==> src/hw/rtl/dmxrx_pkg.sv <==
// Shared types and codes for the radio lighting packet receiver.
// No dependencies; used by dmx_radio_packet_receiver_core.
package dmxrx_pkg;

   // Request codes carried in the action field
   localparam logic [1:0] ACT_POLL = 2'd0;
   localparam logic [1:0] ACT_BYTE = 2'd1;
   localparam logic [1:0] ACT_READ = 2'd2;

   // Register indexes on the csr port
   localparam logic [0:0] CSR_WARN_THRESHOLD = 1'b0;
   localparam logic [0:0] CSR_LOST_THRESHOLD = 1'b1;

   localparam int CSR_W = 11;
   localparam logic [CSR_W-1:0] WARN_RESET = 11'd50;
   localparam logic [CSR_W-1:0] LOST_RESET = 11'd1000;
   localparam logic [10:0] LOSS_MAX = 11'h7FF;

   // LED state bits
   localparam logic [1:0] LED_RED   = 2'b01;
   localparam logic [1:0] LED_GREEN = 2'b10;
   localparam logic [1:0] LED_BOTH  = 2'b11;

   typedef struct packed {
      logic [1:0] action;
      logic [7:0] data_byte;
      logic       packet_start;
      logic [8:0] slot_index;
   } req_type;

   typedef struct packed {
      logic [7:0] read_value;
      logic       packet_done;
      logic       packet_good;
      logic       led_red;
      logic       led_green;
      logic       search_request;
   } rsp_type;

   typedef enum logic [1:0] {
      ST_CLEAR,
      ST_IDLE,
      ST_COMMIT
   } state_type;

endpackage

==> src/hw/rtl/dmxrx_ram.sv <==
// Generic single-write, single-read RAM with registered read data.
// No dependencies; read during write to the same address returns old data.
module dmxrx_ram #(
   parameter int WIDTH = 8,
   parameter int DEPTH = 512
) (
   input  logic                                   clock,
   input  logic                                   write_enable,
   input  logic [(DEPTH > 1 ? $clog2(DEPTH) : 1)-1:0] write_addr,
   input  logic [WIDTH-1:0]                       write_data,
   input  logic [(DEPTH > 1 ? $clog2(DEPTH) : 1)-1:0] read_addr,
   output logic [WIDTH-1:0]                       read_data
);

   logic [WIDTH-1:0] mem_ff [DEPTH];
   logic [WIDTH-1:0] read_data_ff;

   always_ff @(posedge clock) begin
      if (write_enable) begin
         mem_ff[write_addr] <= write_data;
      end
      read_data_ff <= mem_ff[read_addr];
   end

   assign read_data = read_data_ff;

endmodule

==> src/hw/rtl/dmx_radio_packet_receiver_core.sv <==
// Radio lighting packet receiver: byte assembly, check, slot store, link status.
// Depends on dmxrx_pkg and dmxrx_ram.
// Every accepted item gives its result (rsp_strobe) in the cycle after it is accepted.
// Polls, reads and ordinary payload bytes are taken one per cycle while busy is low;
// a check byte that passes starts a commit that holds busy while it copies COMMIT_N
// buffered slots, one per cycle through the single store write port, and while
// the last write lands when that slot falls inside the store.
// Reset: synchronous; a clearing pass writes zero to all STORE_SLOTS entries
// with busy high. The result side cannot stall.
module dmx_radio_packet_receiver_core #(
   parameter int SLOTS_PER_PACKET = 30,
   parameter int PAYLOAD_BYTES    = 32,
   parameter int STORE_SLOTS      = 512
) (
   input  logic                clock,
   input  logic                reset,
   // item request channel
   input  logic                start,
   output logic                busy,
   input  dmxrx_pkg::req_type  req,
   // result channel
   output logic                rsp_strobe,
   output dmxrx_pkg::rsp_type  rsp,
   // register writes
   input  logic                csr_write_enable,
   input  logic [0:0]          csr_index,
   input  logic [dmxrx_pkg::CSR_W-1:0] csr_data
);

   // Slots that a payload can actually carry: slot bytes sitting on or past
   // the check byte are never used.
   localparam int COMMIT_N = (SLOTS_PER_PACKET < PAYLOAD_BYTES - 2) ?
                             SLOTS_PER_PACKET : PAYLOAD_BYTES - 2;
   localparam int LAST     = PAYLOAD_BYTES - 1;
   localparam int POS_W    = $clog2(PAYLOAD_BYTES);
   localparam int ADDR_W   = (STORE_SLOTS > 1) ? $clog2(STORE_SLOTS) : 1;
   localparam int BUF_AW   = (SLOTS_PER_PACKET > 1) ? $clog2(SLOTS_PER_PACKET) : 1;
   localparam int CNT_W    = (COMMIT_N > 1) ? $clog2(COMMIT_N) : 1;
   localparam int ODD_W    = $clog2(COMMIT_N + 1);
   localparam int DST_W    = $clog2(256 * SLOTS_PER_PACKET);

   // control
   dmxrx_pkg::state_type state_ff, state_in;
   logic [ADDR_W-1:0]    clr_ff, clr_in;
   logic [CNT_W-1:0]     cnt_ff, cnt_in;
   logic [DST_W-1:0]     dst_ff, dst_in;
   logic                 cmt_v_ff, cmt_v_in;
   logic [DST_W-1:0]     cmt_dst_ff, cmt_dst_in;

   // packet assembly and link status
   logic [POS_W-1:0]     pos_ff, pos_in;
   logic [7:0]           pkt_ff, pkt_in;
   logic [ODD_W-1:0]     odd_ff, odd_in;
   logic [10:0]          loss_ff, loss_in;
   logic [1:0]           led_ff, led_in;
   logic [dmxrx_pkg::CSR_W-1:0] warn_ff, warn_in;
   logic [dmxrx_pkg::CSR_W-1:0] lost_ff, lost_in;

   // result register; read_value comes straight from the store's read register
   logic                 rsp_strobe_ff, rsp_strobe_in;
   dmxrx_pkg::rsp_type   rsp_ff, rsp_in;
   logic                 rd_sel_ff, rd_sel_in;

   // memory ports
   logic                 st_we;
   logic [ADDR_W-1:0]    st_waddr;
   logic [7:0]           st_wdata;
   logic [ADDR_W-1:0]    st_raddr;
   logic [7:0]           st_rdata;
   logic                 buf_we;
   logic [BUF_AW-1:0]    buf_waddr;
   logic [BUF_AW-1:0]    buf_raddr;
   logic [7:0]           buf_rdata;

   logic                 accept;
   logic [POS_W-1:0]     pos;
   logic [POS_W:0]       pos_m1;

   // Store: the clearing pass and commit writes share the write port; reads
   // of the store only happen while neither is running.
   dmxrx_ram #(.WIDTH(8), .DEPTH(STORE_SLOTS)) u_store (
      .clock        (clock),
      .write_enable (st_we),
      .write_addr   (st_waddr),
      .write_data   (st_wdata),
      .read_addr    (st_raddr),
      .read_data    (st_rdata)
   );

   // Slot bytes of the payload in flight, copied to the store on a good check.
   dmxrx_ram #(.WIDTH(8), .DEPTH(SLOTS_PER_PACKET)) u_payload (
      .clock        (clock),
      .write_enable (buf_we),
      .write_addr   (buf_waddr),
      .write_data   (req.data_byte),
      .read_addr    (buf_raddr),
      .read_data    (buf_rdata)
   );

   // Busy covers the last commit write still in flight so a read right after
   // a commit never races the write to the same slot.
   assign busy   = (state_ff != dmxrx_pkg::ST_IDLE) || cmt_v_ff;
   assign accept = start && !busy;

   assign pos    = req.packet_start ? '0 : pos_ff;
   assign pos_m1 = {1'b0, pos} - {{POS_W{1'b0}}, 1'b1};

   assign st_raddr  = ADDR_W'(req.slot_index);
   assign buf_waddr = BUF_AW'(pos_m1);
   assign buf_raddr = BUF_AW'(cnt_ff);

   always_ff @(posedge clock) begin
      if (reset) begin
         state_ff      <= dmxrx_pkg::ST_CLEAR;
         clr_ff        <= '0;
         cnt_ff        <= '0;
         cmt_v_ff      <= 1'b0;
         pos_ff        <= '0;
         pkt_ff        <= '0;
         odd_ff        <= '0;
         loss_ff       <= '0;
         led_ff        <= dmxrx_pkg::LED_BOTH;
         warn_ff       <= dmxrx_pkg::WARN_RESET;
         lost_ff       <= dmxrx_pkg::LOST_RESET;
         rsp_strobe_ff <= 1'b0;
         rd_sel_ff     <= 1'b0;
      end else begin
         state_ff      <= state_in;
         clr_ff        <= clr_in;
         cnt_ff        <= cnt_in;
         cmt_v_ff      <= cmt_v_in;
         pos_ff        <= pos_in;
         pkt_ff        <= pkt_in;
         odd_ff        <= odd_in;
         loss_ff       <= loss_in;
         led_ff        <= led_in;
         warn_ff       <= warn_in;
         lost_ff       <= lost_in;
         rsp_strobe_ff <= rsp_strobe_in;
         rd_sel_ff     <= rd_sel_in;
      end
      dst_ff     <= dst_in;
      cmt_dst_ff <= cmt_dst_in;
      rsp_ff     <= rsp_in;
   end

   // register writes
   always_comb begin
      warn_in = warn_ff;
      lost_in = lost_ff;
      if (csr_write_enable) begin
         unique case (csr_index)
            dmxrx_pkg::CSR_WARN_THRESHOLD: warn_in = csr_data;
            dmxrx_pkg::CSR_LOST_THRESHOLD: lost_in = csr_data;
            default: ;
         endcase
      end
   end

   // sequencer, item decode and store write port
   always_comb begin
      state_in      = state_ff;
      clr_in        = clr_ff;
      cnt_in        = cnt_ff;
      dst_in        = dst_ff;
      cmt_v_in      = 1'b0;
      cmt_dst_in    = dst_ff;
      pos_in        = pos_ff;
      pkt_in        = pkt_ff;
      odd_in        = odd_ff;
      loss_in       = loss_ff;
      led_in        = led_ff;
      rsp_strobe_in = 1'b0;
      rsp_in        = '0;
      rd_sel_in     = 1'b0;
      buf_we        = 1'b0;

      // commit write lands in the cycle after its buffer read
      st_we    = cmt_v_ff;
      st_waddr = ADDR_W'(cmt_dst_ff);
      st_wdata = buf_rdata;

      unique case (state_ff)
         dmxrx_pkg::ST_CLEAR: begin
            st_we    = 1'b1;
            st_waddr = clr_ff;
            st_wdata = '0;
            clr_in   = clr_ff + ADDR_W'(1);
            if (clr_ff == ADDR_W'(STORE_SLOTS - 1)) begin
               state_in = dmxrx_pkg::ST_IDLE;
            end
         end
         dmxrx_pkg::ST_COMMIT: begin
            // slot writes at or beyond the store end are dropped here
            cmt_v_in = (32'(dst_ff) < STORE_SLOTS);
            cnt_in   = cnt_ff + CNT_W'(1);
            dst_in   = dst_ff + DST_W'(1);
            if (cnt_ff == CNT_W'(COMMIT_N - 1)) begin
               state_in = dmxrx_pkg::ST_IDLE;
            end
         end
         dmxrx_pkg::ST_IDLE: begin
            if (accept) begin
               rsp_strobe_in = 1'b1;
               unique case (req.action)
                  dmxrx_pkg::ACT_POLL: begin
                     if (loss_ff != dmxrx_pkg::LOSS_MAX) begin
                        loss_in = loss_ff + 11'd1;
                     end
                  end
                  dmxrx_pkg::ACT_BYTE: begin
                     loss_in = '0;
                     led_in  = dmxrx_pkg::LED_GREEN;
                     if (pos == '0) begin
                        pkt_in = req.data_byte;
                        odd_in = '0;
                     end else if (32'(pos) < LAST) begin
                        if (32'(pos) <= SLOTS_PER_PACKET) begin
                           buf_we = 1'b1;
                           odd_in = odd_ff + ODD_W'(req.data_byte[0]);
                        end
                     end else begin
                        // check byte
                        rsp_in.packet_done = 1'b1;
                        if (req.data_byte == 8'(odd_ff)) begin
                           rsp_in.packet_good = 1'b1;
                           state_in = dmxrx_pkg::ST_COMMIT;
                           cnt_in   = '0;
                           dst_in   = DST_W'(pkt_ff) * DST_W'(SLOTS_PER_PACKET);
                        end
                     end
                     pos_in = (32'(pos) >= LAST) ? '0 : pos + POS_W'(1);
                  end
                  dmxrx_pkg::ACT_READ: begin
                     // out-of-range slot reads give zero
                     rd_sel_in = (32'(req.slot_index) < STORE_SLOTS);
                  end
                  default: ;
               endcase

               // link status from the updated loss count; at exactly the
               // lost threshold the LEDs hold their previous state
               if (loss_in > warn_ff && loss_in < lost_ff) begin
                  led_in = dmxrx_pkg::LED_BOTH;
               end else if (loss_in > lost_ff) begin
                  led_in = dmxrx_pkg::LED_RED;
               end
               rsp_in.led_red        = (led_in & dmxrx_pkg::LED_RED) != 2'b00;
               rsp_in.led_green      = (led_in & dmxrx_pkg::LED_GREEN) != 2'b00;
               rsp_in.search_request = loss_in > lost_ff;
            end
         end
         default: ;
      endcase
   end

   assign rsp_strobe = rsp_strobe_ff;

   always_comb begin
      rsp            = rsp_ff;
      rsp.read_value = rd_sel_ff ? st_rdata : 8'd0;
   end

endmodule

==> config.mk <==
export PLATFORM = sky130hd
export DESIGN_NAME = dmx_radio_packet_receiver_core
export DESIGN_NICKNAME = d
export VERILOG_FILES = /design/src/hw/rtl/dmxrx_pkg.sv /design/src/hw/rtl/dmxrx_ram.sv /design/src/hw/rtl/dmx_radio_packet_receiver_core.sv
export SDC_FILE = /design/constraint.sdc
export NUM_CORES = 2
export LEC_CHECK = 0
export BUFFER_PORTS_ARGS = -buffer_cell sky130_fd_sc_hd__clkbuf_2
export CORE_ASPECT_RATIO = 1.5
export CORE_UTILIZATION = 55
export CTS_BUF_LIST = sky130_fd_sc_hd__clkbuf_16
export DETAILED_ROUTE_END_ITERATION = 6
export GPL_TIMING_DRIVEN = 1
export PLACE_DENSITY_LB_ADDON = 0.2
export REMOVE_ABC_BUFFERS = 1
export SLEW_MARGIN = 40
export SYNTH_ARGS = -nofsm -noshare
export SYNTH_HDL_FRONTEND = slang
export SYNTH_HIERARCHICAL = 1
export SYNTH_MEMORY_MAX_BITS = 65536
export SYNTH_SLANG_ARGS = --single-unit
==> constraint.sdc <==
create_clock -name clock -period 22.2 [get_ports clock]
set_clock_uncertainty 0.05 [all_clocks]
set_input_delay 1.11 -clock clock [delete_from_list [all_inputs] [get_ports clock]]
set_output_delay 1.11 -clock clock [all_outputs]
set_load 0.01 [all_outputs]
* Yosys cells after proc, flatten, opt, wreduce, memory -nomap -nowiden
Memory sizes are Yosys's and may differ from the RTL's. A register that Yosys moved wholly into a read port is not among the register bits. Cells that the tools add are included. Widths: inputs -> output; s select.
Operators by class: magnitude comparators 7, equal/unequal tests 16, bitwise gates (word level) 5, multiply operators 1, add/subtract/negate cells 7, reduce and logical (&&, ||, !) cells 24, shift-type cells 0, divide/modulo/power cells 0, mux-type cells 50
Operators with widths (count):
- $mux 13 | 5
- $mux 5 | 10
- $mux 11 | 3
- $pmux 13 s2 | 1
- $gt 11x11->1 | 2
- $mux 2 | 11
- $pmux 11 s2 | 1
- $mux 8 | 2
- $mux 1 | 14
- $add 13x1->13 const B | 1
- $lt 13x10->1 const B | 1
- $mul 8x4->12 const B | 1
- $ne 2x2->1 const B | 6
- $add 11x1->11 const B | 1
- $lt 11x11->1 | 1
- $ne 11x11->1 const B | 1
- $add 5x1->5 const B | 2
- $pmux 5 s2 | 1
- $add 9x1->9 const B | 1
- $eq 9x9->1 const B | 1
- $mux 9 | 1
- $eq 8x5->1 | 1
- $reduce_and 8->1 | 1
- $pmux 2 s3 | 1
- 26 further kinds | 40
Word-level totals: bits in latches 0, memories 2, register bits after elaboration 99, logic and storage cells 132, output and inout bits 15, bits in writable memories 4336, input bits 36, memory bits (read-only) 0
Memories:
- u_store.mem_ff | depth 512, bits a word 8, rd ports 1, clocked after Yosys merged registers in 1, wr ports 1, line dmxrx_ram.sv:15 | logic [WIDTH-1:0] mem_ff [DEPTH];
- u_payload.mem_ff | depth 30, bits a word 8, rd ports 1, clocked after Yosys merged registers in 1, wr ports 1, line dmxrx_ram.sv:15

* Longest topological paths before layout
depth after elaboration 10, gate-level depth with buffers 16, depth with buffers taken out 14

* Modules after synthesis
The synthesis kept the hierarchy.
By module, submodules not included:
- dmxrx_ram at u_store | sequential area each 123158.1 sq um, times used 1, area each 159927.1 sq um, cells each 8030
- dmxrx_ram at u_payload | sequential area each 7367.1 sq um, times used 1, area each 9791.9 sq um, cells each 530
- dmx_radio_packet_receiver_core | sequential area each 2112.0 sq um, times used 1, area each 6153.4 sq um, cells each 714

* Worst setup path before layout
No wires, ideal clock.
path type reg-to-reg, from register state_ff[0], to memory u_store.mem_ff[0][0], data pin, path slack 6.110 ns, path buffers 2, arrival 13.316 ns, cell stages (with the launch flop) 5, required time 19.426 ns, clock period less this slack 16.090 ns, library setup time 2.724 ns, cells stage by stage dfxtp_1 > clkbuf_1 > nor2_1 > clkbuf_1 > nor2b_1
On the way: cells in the longest elaborated chain, start to end 2
RTL lines:
- start: declaration | line dmx_radio_packet_receiver_core.sv:43 | dmxrx_pkg::state_type state_ff, state_in;
- start signal: assignment | line dmx_radio_packet_receiver_core.sv:114 | state_ff <= dmxrx_pkg::ST_CLEAR;
- start signal: assignment | line dmx_radio_packet_receiver_core.sv:128 | state_ff <= state_in;
- $logic_not 2->1 | line dmx_radio_packet_receiver_core.sv:183 | unique case (state_ff)
- $mux 8 | line dmx_radio_packet_receiver_core.sv:183
- net st_wdata[0] | line dmx_radio_packet_receiver_core.sv:67 | logic [7:0] st_wdata;
- end: declaration | line dmxrx_ram.sv:15
The timed path passes the listed nets, and every way through them passes these cells.

==> summary.txt <==
Synth
  • YS warnings: 6
  • Cells after synthesis: 9274
  • Mapped cell area: 0.176 mm^2
  • Synth Flop Type: edfxtp_1
  • Sequential area share after synthesis: 75.4%
  • Distinct cells, synth: 88
  • Post-synth EDFFs: 4349
  • Post-synthesis register bit count: 4451
  • Async SR Flop Fraction: 0%
  • Avg Cell Area, Syn: 19.0 um^2

Global route
  • GRT Overall Usage: 27.7%
  • Vias in the first global route: 91500
  • Initial antenna violation count: 19
  • GR Overflow Total: 0
  • First-pass GRT wire length: 648000 um
  • Largest net degree at the start of global routing: 191

Final layout
  • Fill cells: 22400
  • Area Overhead vs Synth: 10.1%
  • Multi-input gate area: 0.0405 mm^2
  • Reg area: 0.133 mm^2
  • Share of layout cells above drive strength 1: 18.1%
  • Final #Nets: 9441
  • Post-route cell area: 0.194 mm^2
  • Finished Layout Cells: 13900

Timing
  • Peak Freq: 0.155 GHz
  • Final Hold Vio Count: 0
  • Period utilization: 29.1%
  • Final setup TNS: 0 ns
  • RSZ-0062 raised after global routing: no
  • Worst-Margin Slew: 0.966 ns
  • Final Slew Violations: 0
  • Tmin final: 6.46 ns
  • Final setup viols: 0
  • Slew headroom: 35.6%
  • Hold Slack: 0.365 ns

Worst setup path
  • Worst-path maximum fanout: 71
  • Slowest stage delay, CP: 0.76 ns
  • CP Cell Sequence: buf_12 -> buf_16 -> buf_6 -> buf_4 -> buf_4 -> buf_6 -> buf_4 -> mux4_2 -> and2_1 -> a211oi_1 -> nor3_1 -> nor2_1 -> nor4_1 -> o2111a_1
  • Worst Setup Start Kind: input port
  • CP max-delay cell: buf_4
  • Most used cell, CP: buf_4
  • Critical Path RT: 22.95 ns
  • Crit Path Category: input port to flip-flop
  • Worst path arrival time: 7.21 ns
  • Worst setup EP type: flip-flop

Floorplanning
  • Num rows: 253
  • Die Y: 695 um
  • Chip Width: 464 um
  • Core area: 0.317 mm^2
  • Die area: 0.322 mm^2
  • Io pins: 51
  • Initial Utilization: 55.4%

Detailed routing
  • DR vias: 91000
  • Router iterations before antenna repair: 7
  • First DRT Iteration DRCs: 10400
  • Final WL: 450000 um
  • # DRC: 2
  • Post-DRT Antenna Nets: 0
  • Via-per-instance ratio: 6.56
  • DR WL/cell: 32.5 um

CTS
  • H-Tree Depth: 5
  • Total CTS buffers: 393
  • # Post-CTS Setup Buffers: 0
  • CTS Buffer Depth: 4
  • Clk sink count: 4451
  • Post-CTS Hold Buffers: 0
  • CTS-repair resized insts: 0
  • Later-pin clock latency in the skew report: 0.93 ns
  • CTS tree: yes
  • Clock-pin slew on the worst setup and hold paths: 0.06 ns
  • CTS root buf: clkbuf_16

Place
  • DP Area: 0.180 mm^2
  • Hpwl dp: 278000 um
  • Placer Congestion: 0.892
  • Placed insts: 13100
  • # port buffers: 50

Outcome
  • Status: finished with violations
  • Failing checks: DRC

Hold path
  • Worst min path class: input port to flip-flop

Power and ir drop
  • Maximum VDD drop: 0.0826 mV
  • Power Dens Cells: 85.0 mW/mm^2
  • Leak: 56.8 nW
  • Tot Pwr: 16.5 mW

Flow run
  • Max-cap violations: 0
cells in the final DEF (no fill, tap or decap), types with 45 or more instances in the layout:
cell       count
a21oi_1      243
a22oi_1       66
buf_4        120
clkbuf_16    406
clkbuf_2      45
clkinv_1      94
clkinv_2      61
dfxtp_1       99
edfxtp_1    4349
ha_1          50
inv_1        134
mux2i_1      845
mux4_2       682
nand2_1      185
nand3_1       62
nand4_1       45
nor2_1       539
nor2_2       158
nor3_1       131
o21ai_0      143
o221ai_1     371
o22ai_1      173
routing by layer:
metal  share of wire (%)  track usage [%]  vias up  routed length, um
li1                    -                -    38200                  -
met1                  36             34.3    47700             161000
met2                  51             47.9     4241             232000
met3                 7.6             4.48      882              34100
met4                 5.3             12.8        6              23700
met5              0.0071                0        -                 32
where the power goes:
| group | internal (mW) | total, mW | switching [mW] |
|---|---|---|---|
| Sequential | 9.10 | 9.10 | 0.00672 |
| Clock | 3.75 | 6.72 | 2.97 |
| Combinational | 0.215 | 0.629 | 0.414 |
| Total | 13.1 | 16.5 | 3.39 |
critical path, delay by kind of cell:
| kind | cells | cell delay, ns |
|---|---|---|
| buf+inv | 7 | 3.84 |
| simple gates | 4 | 0.86 |
| mux | 1 | 0.57 |
| compound gates | 2 | 0.50 |
registers in the layout, indices dropped and copies added (netlist names), 5 cells and up:
name	count
warn_ff	11
u_payload/mem_ff	240
cmt_dst_in	13
pkt_ff	8
u_store/read_data	8
odd_ff	5
pos_ff	5
u_payload/read_data	8
clr_ff	9
buf_raddr	5
rsp	5
cmt_dst_ff	9
u_store/mem_ff	4096
lost_ff	11
loss_ff	11
per-stage QoR:
stage | setup WS [ns] | utilization [%]
floorplan | 6.18 | -
global placement | 14.38 | 56.7
detailed placement | 14.62 | 56.9
CTS | 15.59 | 60.8
global route | 15.42 | 61.0
finish | 15.74 | 61.0
cells in the mapped netlist (all sizes together) (18+ instances only):
| master | count | area [um^2] |
|---|---|---|
| nand4 | 47 | 307 |
| nor2b | 41 | 259 |
| nor3 | 136 | 681 |
| inv | 59 | 221 |
| a211oi | 39 | 293 |
| ha | 50 | 626 |
| buf | 277 | 2190 |
| and2 | 32 | 200 |
| mux2i | 845 | 8460 |
| a22oi | 66 | 495 |
| mux4 | 683 | 15400 |
| nor2 | 698 | 2620 |
| edfxtp | 4349 | 131000 |
| a21oi | 245 | 1230 |
| mux2 | 27 | 304 |
| nand3 | 66 | 330 |
| nand3b | 18 | 139 |
| o21ai | 155 | 776 |
| dfxtp | 102 | 2040 |
| nand2 | 213 | 802 |
| o221ai | 372 | 3260 |
| nor4 | 43 | 290 |
| and3 | 19 | 124 |
| o22ai | 173 | 1080 |
| clkbuf | 293 | 1140 |
final timing paths:
kind | slack (ns) | start | cells past startpoint | to
worst min-delay path | 0.37 | csr_data[1] | 2 | warn_ff[1]$_SDFFE_PP1P_
worst max-delay path | 15.74 | req[0] | 14 | u_store/read_data[1]$_DFF_P_
worst max register to register | 16.10 | state_ff[1]$_SDFFE_PP0P_ | 9 | u_store/mem_ff[285][5]$_DFFE_PP_
worst min register to register | 0.37 | cmt_dst_in[1]$_DFFE_PP_ | 0 | cmt_dst_ff[1]$_DFF_P_
cell type report:
type                            instances  area share (%)
Sequential cell                      4451            68.5
Multi-Input combinational cell       4194            20.9
Clock buffer                          406            5.25
Tap cell                             4207            2.72
Clock inverter                        303            1.24
Timing Repair Buffer                  243            1.22
Inverter                               59           0.118
Antenna cell                           10          0.0129
cell families after synthesis:
kind of cell	after synthesis	share of synthesized area, %
flip-flops	4451	75.4
multiplexers	1555	13.7
AND/OR/NAND/NOR	1384	3.57
AO/OA/AOI/OAI	1162	4.61
buffers and inverters	629	2.02
adder cells (fa/ha/maj)	63	0.504
XOR/XNOR	30	0.149
Note: power is estimated with default switching activity, not from simulation.
